===== src/rtl/lap3_pkg.sv =====
// Shared types and constants for the 3x3 Laplacian stencil.
package lap3_pkg;

  localparam int DEF_MAX_WIDTH   = 1024;
  localparam int DEF_PIXEL_BITS  = 16;

  localparam int CFG_WIDTH_BITS  = 11;
  localparam int CFG_HEIGHT_BITS = 16;
  localparam int APB_ADDR_BITS   = 4;
  localparam int APB_DATA_BITS   = 32;

  localparam logic [CFG_WIDTH_BITS-1:0]  RST_FRAME_WIDTH  = 11'd512;
  localparam logic [CFG_HEIGHT_BITS-1:0] RST_FRAME_HEIGHT = 16'd512;
  localparam logic                       RST_STENCIL_MODE = 1'b0;

  localparam int LAP_BITS = 20;
  localparam int LAP_MAX  = 524287;
  localparam int LAP_MIN  = -524288;

  // result buffer depth, also the credit limit on the input side
  localparam int OFIFO_DEPTH = 8;

  typedef enum logic [1:0] {
    REG_FRAME_WIDTH  = 2'd0,
    REG_FRAME_HEIGHT = 2'd1,
    REG_STENCIL_MODE = 2'd2
  } reg_idx_t;

  typedef enum logic {
    MODE_FOUR  = 1'b0,
    MODE_EIGHT = 1'b1
  } stencil_mode_t;

  typedef struct packed {
    logic emit;   // item releases a result
    logic inner;  // result position is off the frame border
    logic last;   // result is the final one of the frame
  } item_tag_t;

  typedef struct packed {
    logic signed [LAP_BITS-1:0] lap_value;
    logic                       frame_last;
  } result_t;

endpackage


===== src/rtl/lap3_ofifo.sv =====
// Result buffer between the datapath and the output channel.
module lap3_ofifo #(
  parameter int DEPTH = lap3_pkg::OFIFO_DEPTH,
  localparam int AW = $clog2(DEPTH)
) (
  input  logic              clk,
  input  logic              rst,
  input  logic              push,
  input  lap3_pkg::result_t push_data,
  input  logic              pop,
  output logic              head_valid,
  output lap3_pkg::result_t head_data
);
  import lap3_pkg::*;

  result_t       entries [DEPTH];
  logic [AW-1:0] wr_ptr;
  logic [AW-1:0] rd_ptr;
  logic [AW:0]   count;

  assign head_valid = (count != '0);
  assign head_data  = entries[rd_ptr];

  always_ff @(posedge clk) begin
    if (rst) begin
      wr_ptr <= '0;
      rd_ptr <= '0;
      count  <= '0;
    end else begin
      if (push) begin
        wr_ptr <= (wr_ptr == AW'(DEPTH - 1)) ? '0 : wr_ptr + AW'(1);
      end
      if (pop) begin
        rd_ptr <= (rd_ptr == AW'(DEPTH - 1)) ? '0 : rd_ptr + AW'(1);
      end
      count <= count + (AW+1)'(push) - (AW+1)'(pop);
    end
  end

  always_ff @(posedge clk) begin
    if (push) begin
      entries[wr_ptr] <= push_data;
    end
  end

`ifndef SYNTHESIS
  a_no_overflow: assert property (@(posedge clk) disable iff (rst)
    push |-> (count < (AW+1)'(DEPTH)))
    else $error("result buffer overflow");

  a_no_underflow: assert property (@(posedge clk) disable iff (rst)
    pop |-> head_valid)
    else $error("result buffer underflow");
`endif

endmodule


===== config.mk =====
export PLATFORM = sky130hd
export DESIGN_NAME = lap3_ofifo
export DESIGN_NICKNAME = d
export VERILOG_FILES = /design/src/rtl/lap3_pkg.sv /design/src/rtl/lap3_ofifo.sv
export SDC_FILE = /design/constraint.sdc
export NUM_CORES = 1
export LEC_CHECK = 0
export ABC_AREA = 1
export ABC_CLOCK_PERIOD_IN_PS = 2700
export BUFFER_PORTS_ARGS = -buffer_cell sky130_fd_sc_hd__buf_2
export CAP_MARGIN = 20
export CORE_AREA = 5 5 148 150
export DETAILED_ROUTE_END_ITERATION = 6
export DIE_AREA = 0 0 153 155
export HOLD_SLACK_MARGIN = 0.08
export PLACE_DENSITY = 0.68
export REMOVE_ABC_BUFFERS = 1
export SYNTH_ARGS = -nofsm -noshare
export SYNTH_HDL_FRONTEND = slang
export SYNTH_SLANG_ARGS = --single-unit

===== constraint.sdc =====
create_clock -name clk -period 2.7 [get_ports clk]
set_clock_uncertainty 0.15 [all_clocks]
set_input_delay 0.27 -clock clk [delete_from_list [all_inputs] [get_ports clk]]
set_output_delay 0.27 -clock clk [all_outputs]
set_load 0.005 [all_outputs]

==> impl_summary.log, run 1 <==
INFO  metric outcome = complete, no violations
INFO  metric rsz0062_at_grt = no
INFO  metric mappedNetlistArea = about 8000 um2
INFO  metric finalSetupTns = 0 ns
INFO  metric rd_place_congestion = approximately 0.74
INFO  metric cp_slowest_cell = buf_4
INFO  metric drt_first_iter_violations = between 200 and 300
INFO  metric synth_top_family_by_area = simple AND/OR/NAND/NOR gates
INFO  metric worstSkewPairLatency = between 0.4 and 0.5 ns
INFO  metric number_of_buffers_added_for_setup_after_cts = 0
INFO  metric port-buffer-count = 46
INFO  metric async_reset_ff_share = 0%
INFO  metric postLayoutCoreUtil = 45.45%
INFO  metric cp_max_fo = 52
INFO  metric htreeDepth = 4
INFO  metric hold_class = flip-flop to flip-flop
INFO  metric rows = between 50 and 60
INFO  metric synth_edf_count = 168
INFO  metric period_needed = roughly 2.2 ns
INFO  metric drt_pass_1_iters = 4
INFO  metric place.detailed.hpwl = 8778 um
INFO  metric synth.area.top_cells = edfxtp_1 (63%), nand2_1 (13%), nand3_1 (5.4%), inv_1 (4.9%), inv_2 (3.7%)
INFO  metric timing_worst_slew_pin_value = approximately 0.57 ns
INFO  metric chipHeight = 155 um
INFO  metric drt.antenna.violating_nets = 0
INFO  metric clockRootBuffer = clkbuf_16
INFO  metric synthXorXnorAreaFrac = less than 1%
INFO  metric max-slew-margin-rel = between 60 and 70%
INFO  metric dpl_worst_slack = just over 0.9 ns
INFO  metric critPathArrivalTime = roughly 1.8 ns
INFO  metric power.net_switching = approximately 1500 uW
INFO  metric ys_warn_count = 0
INFO  metric synth-compound-area-share = less than 1%
INFO  metric seq_area_frac_synth = between 60% and 70%
INFO  metric cts_resized = 0
INFO  metric setup_viol = 0
INFO  metric synth_cell_type_count = 21
INFO  metric tritoncts_clock_tree = built
INFO  metric cp.required = 2.28 ns
INFO  metric postCtsHoldBufs = 25
INFO  metric area.growth.synth_to_final = 16.64%
INFO  metric layout-drive-gt1-share = between 20% and 30%
INFO  metric p_leak = ~0.0042 uW
INFO  metric cts_num_sinks = between 150 and 200
INFO  metric yosys_most_used_dff = edfxtp_1
INFO  metric fin_ws = between 0.4 and 0.5 ns
INFO  metric p_sw_share = about a quarter
INFO  metric cts.reportedPaths.clkPinSlew = about 0.070 ns
INFO  metric netlist_instances = 810
INFO  metric achievable-frequency = about 450 MHz
INFO  metric worstSetupStartpointType = flip-flop
INFO  metric synth.top_cells.by_count = nand2_1 (287), edfxtp_1 (168), inv_1 (105)
INFO  metric critPathCaptureType = output pin
INFO  metric power.ir.vdd_worst = 0.4030 mV
INFO  metric num_antenna_cells = 0
INFO  metric grt_pass1_wl = 25,270 um
INFO  metric boundaryPins = 47
INFO  metric post_synthesis_share_of_cell_area_spent_on_full_adders_half_adders_and_majority_gates = ~1.7%
INFO  metric critical_path.cell_chain = inv_2 -> buf_4 -> nand2_1 -> nand3_1 -> nand2_1 -> nand2_1 -> nand2_1 -> buf_2
INFO  metric cts_inserted_buffers = 17
INFO  metric synth_simple_gate_area_share = 19.71%
INFO  metric multi_input_area = 1788 um2
INFO  metric finalMaxSlewViolations = 0
INFO  metric grt_util_all_layers = a little over an eighth
INFO  metric cts.path.max_buffers = 2
INFO  metric sequential_cell_area = about 5300 um2
INFO  metric fin_nets = 921
INFO  metric cellInternalPower = roughly 4800 uW
INFO  metric num-fill-cells = ~1,900
INFO  metric synthDominantAreaCellType = edfxtp_1
INFO  metric route.detailed.drc = 0
INFO  metric post_drt_via_cell_ratio = ~4.4
INFO  metric postSynthAreaPerCell = a little under 10 um2
INFO  metric max_cap_violations = 0
INFO  metric dr_total_vias = between 5,000 and 6,000
INFO  metric synthMostInstantiatedCell = nand2_1
INFO  metric clock_power_share = 38.0%
INFO  metric initial_core_util = 38.97%
INFO  metric post-route-period-util = about 82%
INFO  metric grt_pass1_vias = ~5,000
INFO  metric wirelength = approximately 16,000 um
INFO  metric pin_count_of_the_biggest_net_entering_global_routing = 85
INFO  metric critical_path_start_end_classification = flip-flop to output pin
INFO  metric crit_top_cell = nand2_1
INFO  metric flop_and_latch_count_out_of_synthesis = roughly 180
INFO  metric core_region_area = just over 20,000 um2
INFO  metric remaining_overflow_grt = 0
INFO  metric wl_per_instance = between 10 and 15 um
INFO  metric synth_top_area_share = a little over three fifths
INFO  metric p_comb_share = between 10% and 20%
INFO  metric total_power = ~6300 uW
INFO  metric seq_power_share = 50.8%
INFO  metric die_ar = 23,720 um2
INFO  metric finalHoldWorstSlack = approximately 0.34 ns
INFO  metric die_width = ~150 um
INFO  metric antenna_found_initial = 0
INFO  metric power_per_cell_area = 673.4 nW/um2
INFO  metric cp_slowest_stage_delay = ~0.46 ns
INFO  metric proportion_of_synthesized_area_in_mux_cells = 0%
INFO  metric hold_violation_total_from_the_final_report = 0
[sequential cells by signal, summed over array words and instances, names as in the netlist, named ones only]
name and flops:
entries 168, count 4, rd_ptr 3, wr_ptr 3
[power groups by stage]
| stage | sequential, uW | clock (uW) | combinational (uW) |
|---|---|---|---|
| 2_1_floorplan | 3280 | 0 | 392 |
| 3_3_place_gp | 3250 | 0 | 673 |
| 3_5_place_dp | 3260 | 0 | 690 |
| 4_1_cts | 3190 | 2430 | 724 |
| 5_1_grt | 3200 | 2560 | 814 |
| 6_report | 3190 | 2390 | 708 |
[logic make-up after synthesis]
kind of cell / count (synthesis)
AO/OA/AOI/OAI: 9
flip-flops: 181
buffers and inverters: 218
AND/OR/NAND/NOR: 391
XOR/XNOR: 1
adder cells (fa/ha/maj): 10
[critical path: cells and delay by family (launching register included)]
kind | cells | cell delay, ns
AND/OR/NAND/NOR | 5 | 0.40
flip-flops | 1 | 0.34
buffers and inverters | 3 | 0.64
[cell type report]
class                      count  share of cell area [%]
clock buffer                  19                   4.634
clock inverter                13                   1.554
inverter                     187                   7.540
multi-input combinational    411                   19.14
sequential                   181                   56.81
tap                          275                   3.683
timing repair buffer          88                   6.643
[metal layers]
metal / vias up / track usage (%) / share of wire, % / wire length, um
met4: 0 / 4.328 / 1.1 / 176
met1: 2387 / 16.62 / 43 / 6784
li1: 2659 / - / - / -
met2: 90 / 24.97 / 52 / 8163
met3: 16 / 2.420 / 4.1 / 641
met5: - / 0 / 0 / 0
[cells in the final DEF (no fill, tap or decap), types with 3 or more instances in the layout]
cell type / Yosys / layout
nand2_1: 287 / 287
edfxtp_1: 168 / 168
inv_1: 105 / 105
nand3_1: 87 / 87
inv_2: 79 / 79
buf_2: 9 / 46
dlygate4sd3_1: 0 / 25
clkbuf_16: 0 / 17
buf_4: 2 / 16
dfxtp_1: 13 / 11
ha_1: 9 / 9
nor2_2: 0 / 8
nor2_1: 16 / 8
a21oi_1: 6 / 6
inv_6: 0 / 5
clkinv_2: 2 / 3
[path summary, 6_finish.rpt]
check                               start       endpoint  slack [ns]  cells after the start
worst max register to register   count[0]       count[2]        0.97                      7
worst min-delay path            rd_ptr[1]      flip-flop        0.34                      2
worst max-delay path            flip-flop  head_data[19]        0.48                      8
worst min register to register  rd_ptr[1]      flip-flop        0.34                      2
[stage by stage]
stage                     cell area (um2)  std cells
after floorplan                      7777        779
after global placement               8514       1117
after detailed placement             8514       1117
after CTS                            9343       1174
after global routing                 9343       1174
final                                9343       1174
Power figures use the tool's default switching activity.
==> run 2: changes to the inputs <==
--- a/config.mk
+++ b/config.mk
@@ -6,7 +6,7 @@
 export NUM_CORES = 1
 export LEC_CHECK = 0
 export ABC_AREA = 1
-export ABC_CLOCK_PERIOD_IN_PS = 2700
+export ABC_CLOCK_PERIOD_IN_PS = 2200
 export BUFFER_PORTS_ARGS = -buffer_cell sky130_fd_sc_hd__buf_2
 export CAP_MARGIN = 20
 export CORE_AREA = 5 5 148 150
==> constraint.sdc (replaced) <==
create_clock -name clk -period 2.2 [get_ports clk]
set_clock_uncertainty 0.15 [all_clocks]
set_input_delay 0.22 -clock clk [delete_from_list [all_inputs] [get_ports clk]]
set_output_delay 0.22 -clock clk [all_outputs]
set_load 0.005 [all_outputs]
==> impl_summary.log, run 2 (same netlist as run 1, synthesis figures left out) <==
INFO  metric rd_place_congestion = 0.7295 (-2.0%)
INFO  metric cts_num_sinks = 181 (unchanged)
INFO  metric grt_pass1_wl = 24,890 um (-1.5%)
INFO  metric worstSetupStartpointType = flip-flop
INFO  metric crit_top_cell = nand2_1
INFO  metric max_cap_violations = 0 (unchanged)
INFO  metric clockRootBuffer = clkbuf_16
INFO  metric grt_pass1_vias = 4,799 (-2.6%)
INFO  metric cp_slowest_stage_delay = 0.34 ns (-0.12 ns)
INFO  metric cts.reportedPaths.clkPinSlew = 0.07 ns (about the same)
INFO  metric initial_core_util = 38.97% (unchanged)
INFO  metric critPathCaptureType = output pin
INFO  metric power_per_cell_area = 826.2 nW/um2 (+23%)
INFO  metric die_ar = 23,720 um2 (unchanged)
INFO  metric drt.antenna.violating_nets = 0 (unchanged)
INFO  metric htreeDepth = 4 (unchanged)
INFO  metric critical_path.n_buffers_inverters = 3 (unchanged)
INFO  metric reg2reg_setup_slack = 0.50 ns (-0.47 ns)
INFO  metric place.detailed.hpwl = 8465 um (-3.6%)
INFO  metric wl_per_instance = 13.23 um (-1.5%)
INFO  metric route.detailed.drc = 0 (unchanged)
INFO  metric critical_path.cell_chain = inv_2 -> buf_12 -> nand2_1 -> nand3_1 -> nand2_1 -> nand2_1 -> nand2_1 -> buf_2
INFO  metric core_region_area = 20,560 um2 (unchanged)
INFO  metric timing.critical_path.to = head_data[10]
INFO  metric hold_violation_total_from_the_final_report = 0 (unchanged)
INFO  metric chipHeight = 155 um (unchanged)
INFO  metric timing_worst_slew_pin_value = 0.4084 ns (-0.1601 ns)
INFO  metric rows = 53 (unchanged)
INFO  metric remaining_overflow_grt = 0 (unchanged)
INFO  metric cp_max_fo = 84 (+62%)
INFO  metric drt_pass_1_iters = 6 (+2)
INFO  metric regToRegStartpoint = count[0]
INFO  metric finalHoldWorstSlack = 0.3472 ns (+0.007932 ns)
INFO  metric max-slew-margin-rel = 72.77% (+11 points)
INFO  metric finish.instance_area = 9345 um2 (about the same)
INFO  metric num_antenna_cells = 0 (unchanged)
INFO  metric cp.required = 1.83 ns (-0.45 ns)
INFO  metric detail_route.wirelength.met1 = 6676 um (-1.6%)
INFO  metric postLayoutCoreUtil = 45.46% (about the same)
INFO  metric worstSkewPairLatency = 0.43 ns (about the same)
INFO  metric post_dp_cell_area = 8524 um2 (+0.12%)
INFO  metric routed_wire_length_on_met2 = 8014 um (-1.8%)
INFO  metric tritoncts_clock_tree = built
INFO  metric critical_path_start_end_classification = flip-flop to output pin
INFO  metric routed-wl-met3 = 621 um (-3.1%)
INFO  metric layout_common_cells = nand2_1 (287), edfxtp_1 (168), inv_1 (105)
INFO  metric cp_num_cells = 8 (unchanged)
INFO  metric antenna_found_initial = 0 (unchanged)
INFO  metric fin_nets = 918 (-0.33%)
INFO  metric port-buffer-count = 46 (unchanged)
INFO  metric pin_count_of_the_biggest_net_entering_global_routing = 85 (unchanged)
INFO  metric hold_class = flip-flop to flip-flop
INFO  metric postCtsHoldBufs = 24 (-4.0%)
INFO  metric top_register = entries
INFO  metric grt_util_all_layers = 13.60% (-0.12 points)
INFO  metric largest_register_ffs = 168 (unchanged)
INFO  metric layout-drive-gt1-share = 20.20% (-0.16 points)
INFO  metric boundaryPins = 47 (unchanged)
INFO  metric reg2reg_capture_point = count[2]
INFO  metric cpLargestDelayFamily = buffers and inverters
INFO  metric post-route-period-util = between 90% and 100%
INFO  metric highest_layer = met4
INFO  metric total_power = 7721 uW (+23%)
INFO  metric finalMaxSlewViolations = 0 (unchanged)
INFO  metric top_regs = entries (168), count (4)
INFO  metric cts_inserted_buffers = 17 (unchanged)
INFO  metric achievable-frequency = between 400 and 500 MHz
INFO  metric die_width = 153 um (unchanged)
INFO  metric cp_slowest_cell = dfxtp_2
INFO  metric critPathArrivalTime = 1.71 ns (-0.09 ns)
INFO  metric dr_total_vias = 5,078 (-1.4%)
INFO  metric wirelength = 15,490 um (-1.7%)
INFO  metric post_drt_via_cell_ratio = 4.336 (-1.2%)
INFO  metric period_needed = approximately 2.1 ns
INFO  metric mostFrequentLayoutCell = nand2_1
INFO  metric p_leak = 0.004189 uW (-0.31%)
INFO  metric outcome = complete, no violations
INFO  metric drt_first_iter_violations = 367 (+26%)
INFO  metric cts_resized = 0 (unchanged)
INFO  metric area.growth.synth_to_final = 16.67% (about the same)
INFO  metric reg2reg_depth = 7 (unchanged)
INFO  metric cts.path.max_buffers = 2 (unchanged)
INFO  metric hold_path.startpoint = wr_ptr[0]
INFO  metric setup_viol = 0 (unchanged)
INFO  metric power.ir.vdd_worst = 0.4567 mV (+13%)
INFO  metric number_of_buffers_added_for_setup_after_cts = 0 (unchanged)
INFO  metric rsz0062_at_grt = no
==> run 2: changes by cell type in the layout (fill, tap and decap cells not counted), sizes merged <==
| cell | before | now |
|---|---|---|
| clkinvlp | 2 | 5 |
| clkbuf | 19 | 18 |
| inv | 189 | 187 |
| buf | 63 | 61 |
| dlygate4sd3 | 25 | 24 |
==> run 2: worst min path at each step <==
| stage | endpoint | slack [ns] | depth (start not counted) |
|---|---|---|---|
| 2_1_floorplan | wr_ptr[1] | 0.14 | 1 |
| 3_3_place_gp | wr_ptr[0] | 0.33 | 2 |
| 3_5_place_dp | entries[5][18] | 0.33 | 1 |
| 4_1_cts | wr_ptr[0] | 0.35 | 2 |
| 5_1_grt | wr_ptr[0] | 0.39 | 2 |
| 6_report | wr_ptr[0] | 0.35 | 2 |
==> run 2: metal layers <==
metal | GRT usage (%) | vias up
met3 | 2.837 | 13
met2 | 24.43 | 96
met1 | 16.56 | 2312
met5 | 0 | -
li1 | - | 2657
met4 | 4.073 | 0
==> run 2: where the power goes <==
| part | switching (uW) | total, uW | internal (uW) |
|---|---|---|---|
| Clock | 1250 | 2930 | 1680 |
| Sequential | 46.4 | 3930 | 3880 |
| Combinational | 539 | 869 | 330 |
| Total | 1830 | 7720 | 5890 |
==> run 2: worst register-to-register path, cell delays in order (launching register included) <==
cell,delay [ns]
dfxtp_1,0.31
inv_1,0.05
ha_1,0.26
inv_1,0.04
ha_1,0.20
fa_1,0.39
xnor2_1,0.15
nor2_1,0.05
==> run 2: per-stage QoR <==
stage | instances | worst slack, ns | setup TNS [ns]
5_1_grt | 1171 | 0.001049 | 0
2_1_floorplan | 779 | -1.197 | -25.13
6_report | 1171 | 0.1194 | 0
3_3_place_gp | 1115 | 0.5305 | 0
4_1_cts | 1171 | 0.08453 | 0
3_5_place_dp | 1115 | 0.4898 | 0
==> run 2: area by class of cell <==
type / instances / area, um2
clock buffers: 18 / 429.2
inverters: 187 / 704.4
flip-flops and latches: 181 / 5308
well taps: 275 / 344.1
repair buffers: 85 / 620.6
fillers: 1915 / 11210
multi-input cells: 411 / 1788
clock inverters: 14 / 151.4
==> run 3: changes to the inputs <==
--- a/config.mk
+++ b/config.mk
@@ -8,12 +8,11 @@
 export ABC_AREA = 1
 export ABC_CLOCK_PERIOD_IN_PS = 2200
 export BUFFER_PORTS_ARGS = -buffer_cell sky130_fd_sc_hd__buf_2
-export CAP_MARGIN = 20
-export CORE_AREA = 5 5 148 150
+export CORE_AREA = 5 5 122 124
 export DETAILED_ROUTE_END_ITERATION = 6
-export DIE_AREA = 0 0 153 155
+export DIE_AREA = 0 0 127 129
 export HOLD_SLACK_MARGIN = 0.08
-export PLACE_DENSITY = 0.68
+export PLACE_DENSITY = 0.78
 export REMOVE_ABC_BUFFERS = 1
 export SYNTH_ARGS = -nofsm -noshare
 export SYNTH_HDL_FRONTEND = slang
==> impl_summary.log, run 3 (same netlist as run 1, synthesis figures left out) <==
INFO  metric outcome = complete, no violations
INFO  metric cp_max_fo = 22 (-74%)
INFO  metric chipHeight = 129 um (-17%)
INFO  metric cts_num_sinks = 181 (unchanged)
INFO  metric top_regs = entries (168), count (4)
INFO  metric pin_count_of_the_biggest_net_entering_global_routing = 61 (-28%)
INFO  metric num_antenna_cells = 0 (unchanged)
INFO  metric initial_core_util = 58.62% (+20 points)
INFO  metric boundaryPins = 47 (unchanged)
INFO  metric timing_worst_slew_pin_value = 0.3898 ns (-0.01860 ns)
INFO  metric rd_place_congestion = 0.7557 (+3.6%)
INFO  metric period_needed = 2.085 ns (+0.004122 ns)
INFO  metric detail_route.wirelength.met1 = 6124 um (-8.3%)
INFO  metric postLayoutCoreUtil = 67.95% (+22 points)
INFO  metric rsz0062_at_grt = no
INFO  metric total_power = 7764 uW (+0.55%)
INFO  metric worstSetupStartpointType = flip-flop
INFO  metric critical_path_start_end_classification = flip-flop to output pin
INFO  metric remaining_overflow_grt = 0 (unchanged)
INFO  metric antenna_found_initial = 0 (unchanged)
INFO  metric power.ir.vdd_worst = 0.5566 mV (+22%)
INFO  metric critPathCaptureType = output pin
INFO  metric fin_nets = 925 (+0.76%)
INFO  metric route.detailed.drc = 0 (unchanged)
INFO  metric die_ar = 16,380 um2 (-31%)
INFO  metric cts.reportedPaths.clkPinSlew = 0.06 ns (about the same)
INFO  metric finalMaxSlewViolations = 0 (unchanged)
INFO  metric clockRootBuffer = clkbuf_16
INFO  metric p_leak = 0.004251 uW (+1.5%)
INFO  metric grt_util_all_layers = 19.97% (+6.4 points)
INFO  metric layout_common_cells = nand2_1 (287), edfxtp_1 (168), inv_1 (105)
INFO  metric cp.required = 1.83 ns (about the same)
INFO  metric power_per_cell_area = 836.2 nW/um2 (+1.2%)
INFO  metric max_cap_violations = 0 (unchanged)
INFO  metric place.detailed.hpwl = 8783 um (+3.8%)
INFO  metric layout-drive-gt1-share = 20.71% (+0.51 points)
INFO  metric dr_total_vias = 5,313 (+4.6%)
INFO  metric post-route-period-util = 94.76% (+0.19 points)
INFO  metric number_of_buffers_added_for_setup_after_cts = 0 (unchanged)
INFO  metric core_region_area = 13,670 um2 (-34%)
INFO  metric wirelength = 15,400 um (-0.56%)
INFO  metric cts_inserted_buffers = 17 (unchanged)
INFO  metric htreeDepth = 4 (unchanged)
INFO  metric area.growth.synth_to_final = 15.92%
INFO  metric die_width = 127 um (-17%)
INFO  metric worstSkewPairLatency = 0.43 ns (about the same)
INFO  metric rows = 43 (-19%)
INFO  metric top_register = entries
INFO  metric setup_viol = 0 (unchanged)
INFO  metric mostFrequentLayoutCell = nand2_1
INFO  metric max-slew-margin-rel = 74.01% (+1.2 points)
INFO  metric drt_pass_1_iters = 5 (-1)
INFO  metric achievable-frequency = 479.7 MHz (-0.20%)
INFO  metric post_drt_via_cell_ratio = 4.906 (+13%)
INFO  metric highest_layer = met4
INFO  metric drt.antenna.violating_nets = 0 (unchanged)
INFO  metric critPathArrivalTime = 1.71 ns (about the same)
INFO  metric hold_class = flip-flop to flip-flop
INFO  metric port-buffer-count = 46 (unchanged)
INFO  metric tritoncts_clock_tree = built
INFO  metric drt_first_iter_violations = 369 (+0.54%)
INFO  metric hold_violation_total_from_the_final_report = 0 (unchanged)
INFO  metric routed-wl-met3 = 1002 um (+61%)
INFO  metric routed_wire_length_on_met2 = 7852 um (-2.0%)
INFO  metric cts.path.max_buffers = 2 (unchanged)
INFO  metric grt_pass1_wl = 24,560 um (-1.3%)
INFO  metric largest_register_ffs = 168 (unchanged)
INFO  metric grt_pass1_vias = 5,085 (+6.0%)
INFO  metric wl_per_instance = 14.22 um (+7.5%)
## run 3: repair_timing
item	CTS	global route
gates resized for setup	0	1
endpoints found under the hold margin	181	0
hold buffers	25	0
endpoints found under the setup margin	0	2
## run 3: critical path, stage by stage (launching register included)
cell	delay [ns]
dfxtp_2	0.42
inv_2	0.09
buf_4	0.29
nand3_1	0.12
nand2_1	0.07
nand2_1	0.05
nand2_1	0.11
buf_2	0.12
## run 3: worst paths after layout
kind / start / slack, ns / to / depth (start not counted)
setup / recovery: flip-flop / 0.12 / head_data[17] / 7
hold / removal: wr_ptr[0] / 0.35 / wr_ptr[0] / 2
hold reg to reg: wr_ptr[0] / 0.35 / wr_ptr[0] / 2
setup reg to reg: wr_ptr[1] / 0.45 / wr_ptr[1] / 6
## run 3: power breakdown
part / internal (uW) / switching [uW] / total (uW)
logic: 334 / 533 / 867
clock network: 1800 / 1170 / 2970
registers: 3880 / 48.7 / 3930
total: 6020 / 1750 / 7760
## run 3: per-layer routing
layer  vias up  track usage, %
li1       2671               -
met3        40           4.815
met1      2424           23.65
met4         0           9.590
met2       178           34.50
met5         -               0
## run 3: per-stage QoR
stage,hold slack (ns),cell area [um2],worst slack (ns),std cells,setup TNS [ns]
6_report,0.3471,9285,0.1153,1083,0
5_1_grt,0.3889,9285,0.0005695,1083,0
4_1_cts,0.3485,9281,0.07360,1083,0
3_5_place_dp,0.3320,8426,0.5109,1026,0
3_3_place_gp,0.3248,8426,0.5295,1026,0
2_1_floorplan,0.1391,7777,-1.197,779,-25.13
## run 3: layout make-up
class                      instances  area [um2]
clock inverter                     5       27.53
inverter                         187       704.4
tap                              180       225.2
fill                             990        4380
multi-input combinational        411        1788
sequential                       181        5308
timing repair buffer              92       654.4
clock buffer                      27       578.1
